**src/rtl/decimal_exit_status_parser_top_macros.svh**
```systemverilog
// ----------------------------------------------------------------------------
// decimal exit status parser assertion macros
// shared concurrent assertion helpers, clocked on i_clk, off during reset
// ----------------------------------------------------------------------------
`ifndef DECIMAL_EXIT_STATUS_PARSER_TOP_MACROS_SVH
`define DECIMAL_EXIT_STATUS_PARSER_TOP_MACROS_SVH

// property that holds in every cycle
`define DEXP_ASSERT(lbl, prop, msg) \
    lbl: assert property (@(posedge i_clk) disable iff (!i_rst_n) (prop)) else $error(msg);

// same-cycle implication
`define DEXP_ASSERT_IMPL(lbl, ante, cons, msg) \
    lbl: assert property (@(posedge i_clk) disable iff (!i_rst_n) (ante) |-> (cons)) else $error(msg);

// next-cycle implication
`define DEXP_ASSERT_NEXT(lbl, ante, cons, msg) \
    lbl: assert property (@(posedge i_clk) disable iff (!i_rst_n) (ante) |=> (cons)) else $error(msg);

`endif

```
**src/rtl/dexp_pkg.sv**
```systemverilog
// ----------------------------------------------------------------------------
// dexp_pkg
// types, phase codes and character classes of the decimal exit status parser
// ----------------------------------------------------------------------------
package dexp_pkg;

    localparam int          C_MAX_DIGITS = 19;
    localparam logic [4:0]  C_COUNT_SAT  = 5'd20;
    localparam logic [63:0] C_LIMIT_POS  = 64'h7FFF_FFFF_FFFF_FFFF;
    localparam logic [63:0] C_LIMIT_NEG  = 64'h8000_0000_0000_0000;

    localparam logic [7:0]  C_CHAR_PLUS  = 8'h2B;
    localparam logic [7:0]  C_CHAR_MINUS = 8'h2D;
    localparam logic [7:0]  C_CHAR_ZERO  = 8'h30;
    localparam logic [7:0]  C_CHAR_NINE  = 8'h39;
    localparam logic [7:0]  C_CHAR_TAB   = 8'h09;
    localparam logic [7:0]  C_CHAR_CR    = 8'h0D;
    localparam logic [7:0]  C_CHAR_SPACE = 8'h20;

    localparam logic [2:0]  PH_LEAD   = 3'd0;
    localparam logic [2:0]  PH_SIGNED = 3'd1;
    localparam logic [2:0]  PH_DIGITS = 3'd2;
    localparam logic [2:0]  PH_TRAIL  = 3'd3;
    localparam logic [2:0]  PH_BAD    = 3'd4;

    typedef struct packed {
        logic [7:0] ch;
        logic       end_mark;
    } t_item;

    typedef struct packed {
        logic              bad_number;
        logic signed [8:0] status;
    } t_result;

    function automatic logic is_blank(input logic [7:0] c);
        return ((c >= C_CHAR_TAB) && (c <= C_CHAR_CR)) || (c == C_CHAR_SPACE);
    endfunction

    function automatic logic is_digit(input logic [7:0] c);
        return (c >= C_CHAR_ZERO) && (c <= C_CHAR_NINE);
    endfunction

endpackage

```
**src/rtl/dexp_in_stage.sv**
```systemverilog
// ----------------------------------------------------------------------------
// dexp_in_stage
// input register holding one character or end marker transaction
// ----------------------------------------------------------------------------
module dexp_in_stage
    import dexp_pkg::*;
(
    input  logic  i_clk,
    input  logic  i_rst_n,
    input  logic  i_valid,
    output logic  o_ready,
    input  t_item i_item,
    output logic  o_valid,
    input  logic  i_take,
    output t_item o_item
);

    logic  r_valid;
    logic  n_valid;
    t_item r_item;

    // free when empty or when the held item leaves this cycle
    assign o_ready = !r_valid || i_take;
    assign n_valid = o_ready ? i_valid : r_valid;

    always_ff @(posedge i_clk) begin
        if (!i_rst_n) begin
            r_valid <= 1'b0;
        end else begin
            r_valid <= n_valid;
        end
    end

    always_ff @(posedge i_clk) begin
        if (i_valid && o_ready) begin
            r_item <= i_item;
        end
    end

    assign o_valid = r_valid;
    assign o_item  = r_item;

endmodule

```
**src/rtl/dexp_scan.sv**
```systemverilog
// ----------------------------------------------------------------------------
// dexp_scan
// parse state, digit accumulation and end of string verdict
// ----------------------------------------------------------------------------
`include "decimal_exit_status_parser_top_macros.svh"

module dexp_scan
    import dexp_pkg::*;
(
    input  logic    i_clk,
    input  logic    i_rst_n,
    input  logic    i_valid,
    input  t_item   i_item,
    input  logic    i_out_ready,
    output logic    o_take,
    output logic    o_res_valid,
    output t_result o_result
);

    logic [2:0]  r_phase;
    logic [2:0]  n_phase;
    logic        r_negative;
    logic        n_negative;
    logic [4:0]  r_count;
    logic [4:0]  n_count;
    logic [63:0] r_mag;
    logic [63:0] n_mag;
    logic [63:0] mag_times_ten;
    logic [63:0] limit;
    logic        take_digit;
    logic        bad;
    logic [7:0]  c;

    assign c = i_item.ch;

    // an end marker waits for room in the output register
    assign o_take      = i_valid && (!i_item.end_mark || i_out_ready);
    assign o_res_valid = o_take && i_item.end_mark;

    // times ten by shift and add, plus the digit's low nibble
    assign mag_times_ten = (r_mag << 3) + (r_mag << 1) + {60'd0, c[3:0]};

    always_comb begin
        take_digit = 1'b0;
        n_phase    = r_phase;
        n_negative = r_negative;
        case (r_phase)
            PH_LEAD: begin
                if (is_blank(c)) begin
                    n_phase = PH_LEAD;
                end else if (c == C_CHAR_PLUS) begin
                    n_phase = PH_SIGNED;
                end else if (c == C_CHAR_MINUS) begin
                    n_negative = 1'b1;
                    n_phase    = PH_SIGNED;
                end else if (is_digit(c)) begin
                    take_digit = 1'b1;
                end else begin
                    n_phase = PH_BAD;
                end
            end
            PH_SIGNED, PH_DIGITS: begin
                if (is_digit(c)) begin
                    take_digit = 1'b1;
                end else if (is_blank(c)) begin
                    n_phase = PH_TRAIL;
                end else begin
                    n_phase = PH_BAD;
                end
            end
            PH_TRAIL: begin
                if (!is_blank(c)) begin
                    n_phase = PH_BAD;
                end
            end
            default: begin
                n_phase = PH_BAD;
            end
        endcase
        if (take_digit) begin
            n_phase = PH_DIGITS;
        end
    end

    always_comb begin
        n_count = r_count;
        n_mag   = r_mag;
        if (take_digit && (r_count < C_COUNT_SAT)) begin
            n_count = r_count + 5'd1;
            n_mag   = mag_times_ten;
        end
    end

    // verdict on the state built up so far
    assign limit = r_negative ? C_LIMIT_NEG : C_LIMIT_POS;
    assign bad   = (r_phase > PH_TRAIL) || (r_count == 5'd0)
                || (r_count > 5'(C_MAX_DIGITS)) || (r_mag > limit);

    always_comb begin
        o_result.bad_number = bad;
        if (bad) begin
            o_result.status = 9'sd0;
        end else if (r_negative) begin
            o_result.status = 9'sd0 - $signed({1'b0, r_mag[7:0]});
        end else begin
            o_result.status = $signed({1'b0, r_mag[7:0]});
        end
    end

    always_ff @(posedge i_clk) begin
        if (!i_rst_n) begin
            r_phase    <= PH_LEAD;
            r_negative <= 1'b0;
            r_count    <= 5'd0;
            r_mag      <= 64'd0;
        end else if (o_take) begin
            if (i_item.end_mark) begin
                r_phase    <= PH_LEAD;
                r_negative <= 1'b0;
                r_count    <= 5'd0;
                r_mag      <= 64'd0;
            end else begin
                r_phase    <= n_phase;
                r_negative <= n_negative;
                r_count    <= n_count;
                r_mag      <= n_mag;
            end
        end
    end

    `DEXP_ASSERT(a_count_sat, r_count <= C_COUNT_SAT, "digit count above saturation")
    `DEXP_ASSERT_IMPL(a_bad_zero, o_res_valid && o_result.bad_number, o_result.status == 9'sd0, "error result with nonzero status")
    `DEXP_ASSERT_NEXT(a_end_clears, o_res_valid, (r_phase == PH_LEAD) && (r_count == 5'd0) && !r_negative, "state not cleared after end marker")
    `DEXP_ASSERT_IMPL(a_stall_end, i_valid && i_item.end_mark && !i_out_ready, !o_take, "end marker taken without output room")

endmodule

```
**src/rtl/dexp_out_stage.sv**
```systemverilog
// ----------------------------------------------------------------------------
// dexp_out_stage
// result register toward the master side
// ----------------------------------------------------------------------------
module dexp_out_stage
    import dexp_pkg::*;
(
    input  logic    i_clk,
    input  logic    i_rst_n,
    input  logic    i_valid,
    output logic    o_ready,
    input  t_result i_result,
    output logic    o_valid,
    input  logic    i_ready,
    output t_result o_result
);

    logic    r_valid;
    logic    n_valid;
    t_result r_result;

    assign o_ready = !r_valid || i_ready;
    assign n_valid = o_ready ? i_valid : r_valid;

    always_ff @(posedge i_clk) begin
        if (!i_rst_n) begin
            r_valid <= 1'b0;
        end else begin
            r_valid <= n_valid;
        end
    end

    always_ff @(posedge i_clk) begin
        if (i_valid && o_ready) begin
            r_result <= i_result;
        end
    end

    assign o_valid  = r_valid;
    assign o_result = r_result;

endmodule

```
**src/rtl/decimal_exit_status_parser_top.sv**
```systemverilog
// ----------------------------------------------------------------------------
// decimal_exit_status_parser_top
// parses one decimal argument string; status is sign times magnitude mod 256
// ----------------------------------------------------------------------------
// path: the result of an end marker reaches the master side through the input
//   register, then the result register
// throughput: one transaction per cycle, except while an end marker waits
//   for room in the result register (combinational 64-bit times-ten step)
// reset: synchronous active-low i_rst_n clears both valid flags and the parse
//   state; the block is ready in the first cycle after reset
// ----------------------------------------------------------------------------
module decimal_exit_status_parser_top
    import dexp_pkg::*;
(
    input  logic        i_clk,
    input  logic        i_rst_n,
    // slave side: one character, or the end of the string
    input  logic        s_axis_tvalid,
    output logic        s_axis_tready,
    input  logic [7:0]  s_axis_tdata,   // [7:0] ch
    input  logic        s_axis_tlast,   // end_mark
    // master side: one result per end marker
    output logic        m_axis_tvalid,
    input  logic        m_axis_tready,
    output logic [15:0] m_axis_tdata,   // [8:0] status (signed), [15:9] zero
    output logic        m_axis_tuser    // bad_number
);

    t_item   in_item;
    t_item   held_item;
    t_result scan_result;
    t_result out_result;
    logic    held_valid;
    logic    scan_take;
    logic    scan_res_valid;
    logic    out_ready;

    assign in_item.ch       = s_axis_tdata;
    assign in_item.end_mark = s_axis_tlast;

    // input register decouples the slave handshake from the parse logic
    dexp_in_stage u_in_stage (
        .i_clk   (i_clk),
        .i_rst_n (i_rst_n),
        .i_valid (s_axis_tvalid),
        .o_ready (s_axis_tready),
        .i_item  (in_item),
        .o_valid (held_valid),
        .i_take  (scan_take),
        .o_item  (held_item)
    );

    // character classification, digit accumulation and the final verdict
    dexp_scan u_scan (
        .i_clk       (i_clk),
        .i_rst_n     (i_rst_n),
        .i_valid     (held_valid),
        .i_item      (held_item),
        .i_out_ready (out_ready),
        .o_take      (scan_take),
        .o_res_valid (scan_res_valid),
        .o_result    (scan_result)
    );

    // result register; characters keep flowing while a result waits here
    dexp_out_stage u_out_stage (
        .i_clk    (i_clk),
        .i_rst_n  (i_rst_n),
        .i_valid  (scan_res_valid),
        .o_ready  (out_ready),
        .i_result (scan_result),
        .o_valid  (m_axis_tvalid),
        .i_ready  (m_axis_tready),
        .o_result (out_result)
    );

    // status in the low bits, zero padded to two bytes
    assign m_axis_tdata = {7'd0, out_result.status};
    assign m_axis_tuser = out_result.bad_number;

endmodule

```
**config.mk**
```make
export PLATFORM = sky130hd
export DESIGN_NAME = decimal_exit_status_parser_top
export DESIGN_NICKNAME = d
export VERILOG_FILES = /design/src/rtl/dexp_pkg.sv /design/src/rtl/dexp_in_stage.sv /design/src/rtl/dexp_scan.sv /design/src/rtl/dexp_out_stage.sv /design/src/rtl/decimal_exit_status_parser_top.sv
export VERILOG_INCLUDE_DIRS = /design/src /design/src/rtl
export SDC_FILE = /design/constraint.sdc
export NUM_CORES = 1
export LEC_CHECK = 0
export BUFFER_PORTS_ARGS = -buffer_cell sky130_fd_sc_hd__buf_2
export CORE_MARGIN = 2
export CORE_UTILIZATION = 52
export CTS_BUF_LIST = sky130_fd_sc_hd__clkbuf_8
export DETAILED_ROUTE_END_ITERATION = 10
export PLACE_DENSITY_LB_ADDON = 0.25
export SLEW_MARGIN = 25
export SYNTH_ARGS = -nofsm -noshare
export SYNTH_HDL_FRONTEND = slang
export SYNTH_SLANG_ARGS = --single-unit
```
**constraint.sdc**
```tcl
create_clock -name i_clk -period 7.5 [get_ports i_clk]
set_input_delay 0.375 -clock i_clk [delete_from_list [all_inputs] [get_ports i_clk]]
set_output_delay 0.375 -clock i_clk [all_outputs]
set_load 0.03 [all_outputs]
```
==> results.cfg, run 1 <==
[run_status]
run_status = completed

[drt]
avgRoutedWirePerCell_um = 16.7
finalWirelength_mm = 22.3
num_vias = 8029
drt_pass1_iterations = 5
detailedRoute.firstIterationViolations = 397
detail-route-antenna-nets = 0
count_of_unresolved_drc_violations_after_routing = 0
route.detailed.vias_per_inst = 6.01

[worst_setup_path]
critical-path-slowest-cell = dfxtp_1
top_delay_family_on_crit_path = compound AO/OA/AOI/OAI gates
cp-start-kind = register
critical_path_buf_inv_count = 2
setup.worst_path.class = reg2reg
timing.critical_path.cells = inv_1, fa_1, inv_1, fa_1, a21o_1, a21oi_1, nor2_1, a2bb2oi_1, a21oi_1, a31oi_1, o211a_1, nor2_1, xor2_1, a22o_1
end_kind = register
critPathArrivalTime_ns = 4.21
critical_path_fanouts_max = 8
crit_path_max_incr_delay_ns = 0.49
cp.required_ns = 7.80

[global_routing]
global_route.usage.total_pct = 24.5
grt_first_pass_wirelength_mm = 36.9
grt_max_degree = 40
gr-total-overflow = 0
number_of_antenna_violations_at_the_first_check_in_global_routing = 0
grt_pass1_vias = 7518

[clocking]
path_clk_slew_ns = 0.12
tritoncts_clock_tree = yes
buffers_from_clock_root_to_sink_at_most = 2
cts_setup_buffers = 0
cts_root_buf = clkbuf_8
cts_max_level = 3
clock_sinks = 94
postCtsResizedCells = 0
numCtsBuffers = 9
ctsHoldBuffers = 0
clock_insertion_delay_worst_skew_ns = 0.41

[timing]
final_min_period_over_clock_period_pct = 52.1
finalClockSkew_ns = 0.0138
finalSetupTns_ns = 0
unrepaired_setup_endpoints_after_global_routing = no
max_slew_headroom_pct = 36.3
clock.fmax_ghz = 0.256
final_hold_viol_count = 0
transition_time_at_the_pin_with_the_least_slew_margin_ns = 0.950
period_needed_ns = 3.91
drv_slew = 0
setup_viol_count_final = 0
hold_slack_ns = 0.136

[floorplan]
die_height_um = 137
die_area_um2 = 18900
core.rowCount = 48
ios = 32
floorplan.core_area_um2 = 17400
initial_utilization_pct = 53.3
dieWidth_um = 137

[cells_and_area]
final_cells = 1335
finish.utilization_pct = 56.0
nFillCells = 1652
final_layout_size_suffix_gt1_share_pct = 5.41
num_antenna_cells = 0
syn2layout_area_growth_pct = 5.09
final_nets = 1309

[synthesis]
postSynth.asyncResetShare_pct = 0
synth_area_um2 = 9240
yosys_warnings = 0
synthDominantAreaCellType = ha_1
synth.top_cells.by_count = 189 x ha_1, 98 x nand2_1, 96 x a21oi_1, 75 x dfxtp_1
synthesis.instances = 1106
synth.distinct_cells = 66
postSynthRegisterBits = 94
synthTopCellsByArea = ha_1 26%, dfxtp_1 16%, edfxtp_1 6.2%, a21oi_1 5.2%, a21o_1 4.4%
synth_edf_count = 19
synth_seq_area_share_pct = 22.4
post-synth-top-count-cell = ha_1
syn-mean-instance-area_um2 = 8.36
ys.flop_type = dfxtp_1
fraction_of_synthesized_cell_area_taken_by_the_top_area_cell_type_pct = 25.6

[power]
ir_worst_vdd_mv = 0.0911
pwr_density_cell_nw_per_um2 = 96.0
total_leakage_power_nw = 4.87

[flow_run]
max_cap_viol_count = 0

[placement]
place_congestion = 0.864
placed_cells = 1319
numPortBuffers = 24
dp_hpwl_mm = 16.9

[worst_hold_path]
worst_hold_path_class = in2reg
power breakdown:
group	total, mW	switching (mW)	internal, mW
registers	0.525	0.00441	0.520
logic	0.0392	0.0284	0.0108
clock network	0.369	0.234	0.135
registers in the layout, indices dropped and copies added, names as in the netlist:
signal and count:
u_in_stage.o_item 9, u_in_stage.o_valid 1, u_out_stage.o_result 10, u_out_stage.o_valid 1, u_scan.r_count 5, u_scan.r_mag 64
u_scan.r_negative 1, u_scan.r_phase 3
final timing paths:
kind / from / endpoint / cells after the start / slack, ns
worst max-delay path: u_scan.r_mag[2] / u_scan.r_mag[58] / 14 / 3.59
worst min-delay path: s_axis_tdata[4] / u_in_stage.o_item[5] / 1 / 0.14
worst max register to register: u_scan.r_mag[2] / u_scan.r_mag[58] / 14 / 3.59
worst min register to register: u_scan.r_mag[61] / u_scan.r_mag[61] / 2 / 0.48
per-layer routing:
layer / up-vias / track usage, % / part of all wire, %
met5: - / 0 / 0
met4: 0 / 7.85 / 1.9
met3: 28 / 3.24 / 3.2
met2: 158 / 41.2 / 47
met1: 3752 / 32.5 / 48
li1: 4091 / - / -
through the flow:
step                      worst slack (ns)  total power [mW]  cell area (µm²)
final                                 3.59             0.933             9710
after global routing                  3.17             0.962             9710
after CTS                             3.64             0.944             9710
after detailed placement              3.68             0.575             9500
after global placement                3.72             0.575             9500
after floorplan                       3.53             0.565             9270
cell type report:
type,instances,area (µm²),share of cell area (%)
Tap cell,225,282,2.90
Timing Repair Buffer,29,158,1.62
Clock buffer,9,124,1.28
Clock inverter,7,88.8,0.914
Multi-Input combinational cell,943,6880,70.9
Inverter,28,105,1.08
Sequential cell,94,2070,21.3
cells by family after synthesis:
| family | count (synthesis) | synth area share (%) |
|---|---|---|
| AOI/OAI and AO/OA | 352 | 24.6 |
| xor gates and xnor gates | 62 | 5.87 |
| adders and majority gates | 191 | 26.0 |
| buffers and inverters | 75 | 3.47 |
| DFF | 94 | 22.4 |
| muxes | 5 | 0.541 |
| other | 1 | 0.0406 |
| and+or+nand+nor | 326 | 17.1 |
placed cells by master (no fill, tap or decap), types with 6 or more instances in the layout:
cell / instances
a211oi_1: 9
nor3_1: 18
conb_1: 7
nand3_1: 20
o21ai_0: 74
o31ai_1: 7
a21oi_1: 94
nand4_1: 35
a22oi_1: 28
nor2b_1: 41
inv_1: 28
dfxtp_1: 74
o21ai_1: 11
nand2_1: 98
o21a_1: 9
o21bai_1: 15
clkbuf_8: 9
a31oi_1: 6
and2_1: 7
ha_1: 189
and3_1: 9
nor2_1: 73
buf_2: 24
xor2_1: 34
xnor2_1: 28
edfxtp_1: 19
a21o_1: 54
worst reg2reg max path, cell delays in order (launching register included):
cell	delay, ns
dfxtp_1	0.49
inv_1	0.09
fa_1	0.48
inv_1	0.07
fa_1	0.45
a21o_1	0.22
a21oi_1	0.18
nor2_1	0.10
a2bb2oi_1	0.48
a21oi_1	0.13
a31oi_1	0.48
o211a_1	0.29
nor2_1	0.06
xor2_1	0.14
a22o_1	0.18
Note: power is estimated with default switching activity, not from simulation.
==> run 2, diff against run 1 <==
- clock period: 7.5 -> 3.4 ns (I/O delays scaled with it)
==> run 2 against run 1 <==
Compared with the run above: non-clock buffer count rose by 51; final area rose by 5.7%; largest cell class unchanged; largest power group unchanged; register-to-register slack got worse by 3.5 ns; global-route usage rose by 0.48 points.
==> results.cfg, run 2 (same netlist as run 1, synthesis figures left out) <==
[global_routing]
grt_max_degree = 40
gr-total-overflow = 0
global_route.usage.total_pct = 25.0
grt_pass1_vias = 7716
number_of_antenna_violations_at_the_first_check_in_global_routing = 0
grt_first_pass_wirelength_mm = 37.7

[placement]
place_congestion = 0.927
post-place-ws_ns = -0.0487
placed_cells = 1359
numPortBuffers = 24
dp_hpwl_mm = 17.6

[timing]
setup_viol_count_final = 0
transition_time_at_the_pin_with_the_least_slew_margin_ns = 0.682
final_min_period_over_clock_period_pct = 96.1
finalClockSkew_ns = 0.0127
final_hold_viol_count = 0
unrepaired_setup_endpoints_after_global_routing = yes
period_needed_ns = 3.27
timing.final.ws_setup_ns = 0.133
clock.fmax_ghz = 0.306
finalSetupTns_ns = 0
max_slew_headroom_pct = 54.6
drv_slew = 0

[worst_setup_path]
critical-path-slowest-cell = dfxtp_1
timing.reg2reg.setup_slack_ns = 0.13
setup.worst_path.class = reg2reg
r2r_cells = 12
top_delay_family_on_crit_path = compound AO/OA/AOI/OAI gates
crit_path_max_incr_delay_ns = 0.44
critical_path_buf_inv_count = 0
cp-start-kind = register
critical_path_fanouts_max = 5
crit-reg2reg-launch = u_scan.r_mag[23]
timing.critical_path.cells = ha_1, ha_1, a21oi_1, o21ai_0, a211oi_2, o211ai_1, o21ai_2, o21bai_4, a21o_4, a21oi_1, mux2i_1, nand3_1
regToRegEndpoint = u_scan.r_mag[55]
cp.required_ns = 3.70
critPathArrivalTime_ns = 3.57
end_kind = register

[flow_run]
max_cap_viol_count = 0

[floorplan]
die_area_um2 = 18900
core.rowCount = 48
floorplan.core_area_um2 = 17400
dieWidth_um = 137
ios = 32
die_height_um = 137
initial_utilization_pct = 53.3

[drt]
avgRoutedWirePerCell_um = 16.5
detail-route-antenna-nets = 0
count_of_unresolved_drc_violations_after_routing = 0
drt_pass1_iterations = 7
detailedRoute.firstIterationViolations = 362
num_vias = 8244
route.detailed.vias_per_inst = 5.95
finalWirelength_mm = 22.9

[run_status]
run_status = completed

[cells_and_area]
most-common-layout-cells = 184 x ha_1, 97 x nand2_1, 90 x a21oi_1
final_cells = 1386
registers.top_by_ff_count = u_scan.r_mag
syn2layout_area_growth_pct = 11.1
layout_commonest_cell = ha_1
num_antenna_cells = 0
final_layout_size_suffix_gt1_share_pct = 11.5
final_nets = 1360
max_ffs_per_register = 64

[clocking]
buffers_from_clock_root_to_sink_at_most = 2
cts_max_level = 3
tritoncts_clock_tree = yes
cts_root_buf = clkbuf_8
clock_insertion_delay_worst_skew_ns = 0.41
path_clk_slew_ns = 0.11
numCtsBuffers = 9
clock_sinks = 94

[power]
pwr_density_cell_nw_per_um2 = 201
total_leakage_power_nw = 5.12
ir_worst_vdd_mv = 0.197

[worst_hold_path]
worst_hold_path_class = in2reg
timing.hold.worst_path_depth = 3
worstHoldEndpoint = u_in_stage.o_valid
worstHoldStart = s_axis_tvalid
[run 2: cell types whose count changed in the layout (fill, tap and decap cells not counted), moves of 5 or more]
| cell | change |
|---|---|
| buf_4 | +41 |
| dlygate4sd3_1 | +9 |
| dfxtp_1 | -7 |
| dfxtp_2 | +6 |
| ha_1 | -5 |
| ha_2 | +5 |
[run 2: per-stage QoR]
step | hold WS (ns) | cell area (µm²) | utilization, % | total power [mW]
CTS | 0.0248 | 10100 | 58.3 | 2.08
detailed placement | 0.348 | 9820 | 56.6 | 1.27
floorplan | 0.269 | 9270 | - | 1.25
finish | 0.0476 | 10300 | 59.2 | 2.06
global route | 0.0798 | 10300 | 59.2 | 2.13
global placement | 0.347 | 9820 | 56.6 | 1.27
[run 2: how the worst max path moves through the flow]
stage	start	to	slack, ns	cells after the start
floorplan	u_scan.r_mag[0]	u_scan.r_mag[40]	0.09	14
global placement	u_in_stage.o_item[4]	u_scan.r_mag[59]	0.06	14
CTS	u_in_stage.o_item[4]	u_scan.r_mag[33]	0.02	14
detailed placement	u_in_stage.o_item[4]	u_scan.r_mag[59]	-0.05	14
global route	u_in_stage.o_item[4]	u_scan.r_mag[40]	-0.06	15
finish	u_scan.r_mag[23]	u_scan.r_mag[55]	0.13	12
[run 2: metal layers]
metal / track usage, % / vias to the layer above / wire length, µm
li1: - / 4209 / -
met1: 33.2 / 3857 / 10900
met2: 42.3 / 142 / 10800
met3: 3.13 / 36 / 746
met4: 7.39 / 0 / 444
met5: 0 / - / 0
[run 2: cell type report]
cell class	count	area (µm²)
multi-input combinational	943	7010
sequential	94	2080
clock buffer	9	124
fill	1559	7090
clock inverter	7	86.3
timing repair buffer	80	576
tap	225	282
inverter	28	105
[run 2: timing repair]
action / CTS / global route
setup endpoints to repair: 3 / 39
hold buffers: 9 / 0
hold endpoints to repair: 9 / 0
pin swaps: 0 / 9
buffers inserted: 0 / 2
gates resized for setup: 2 / 35
[run 2: worst reg2reg max path: stages (launching register included)]
cell and delay, ns:
dfxtp_1 0.44, ha_1 0.27, ha_1 0.37, a21oi_1 0.22, o21ai_0 0.16, a211oi_2 0.30
o211ai_1 0.19, o21ai_2 0.25, o21bai_4 0.11, a21o_4 0.24, a21oi_1 0.26, mux2i_1 0.24
nand3_1 0.10
[run 2: power breakdown]
group	internal, mW	switching (mW)
logic	0.0335	0.0659
clock network	0.297	0.508
registers	1.15	0.00850
total	1.48	0.582
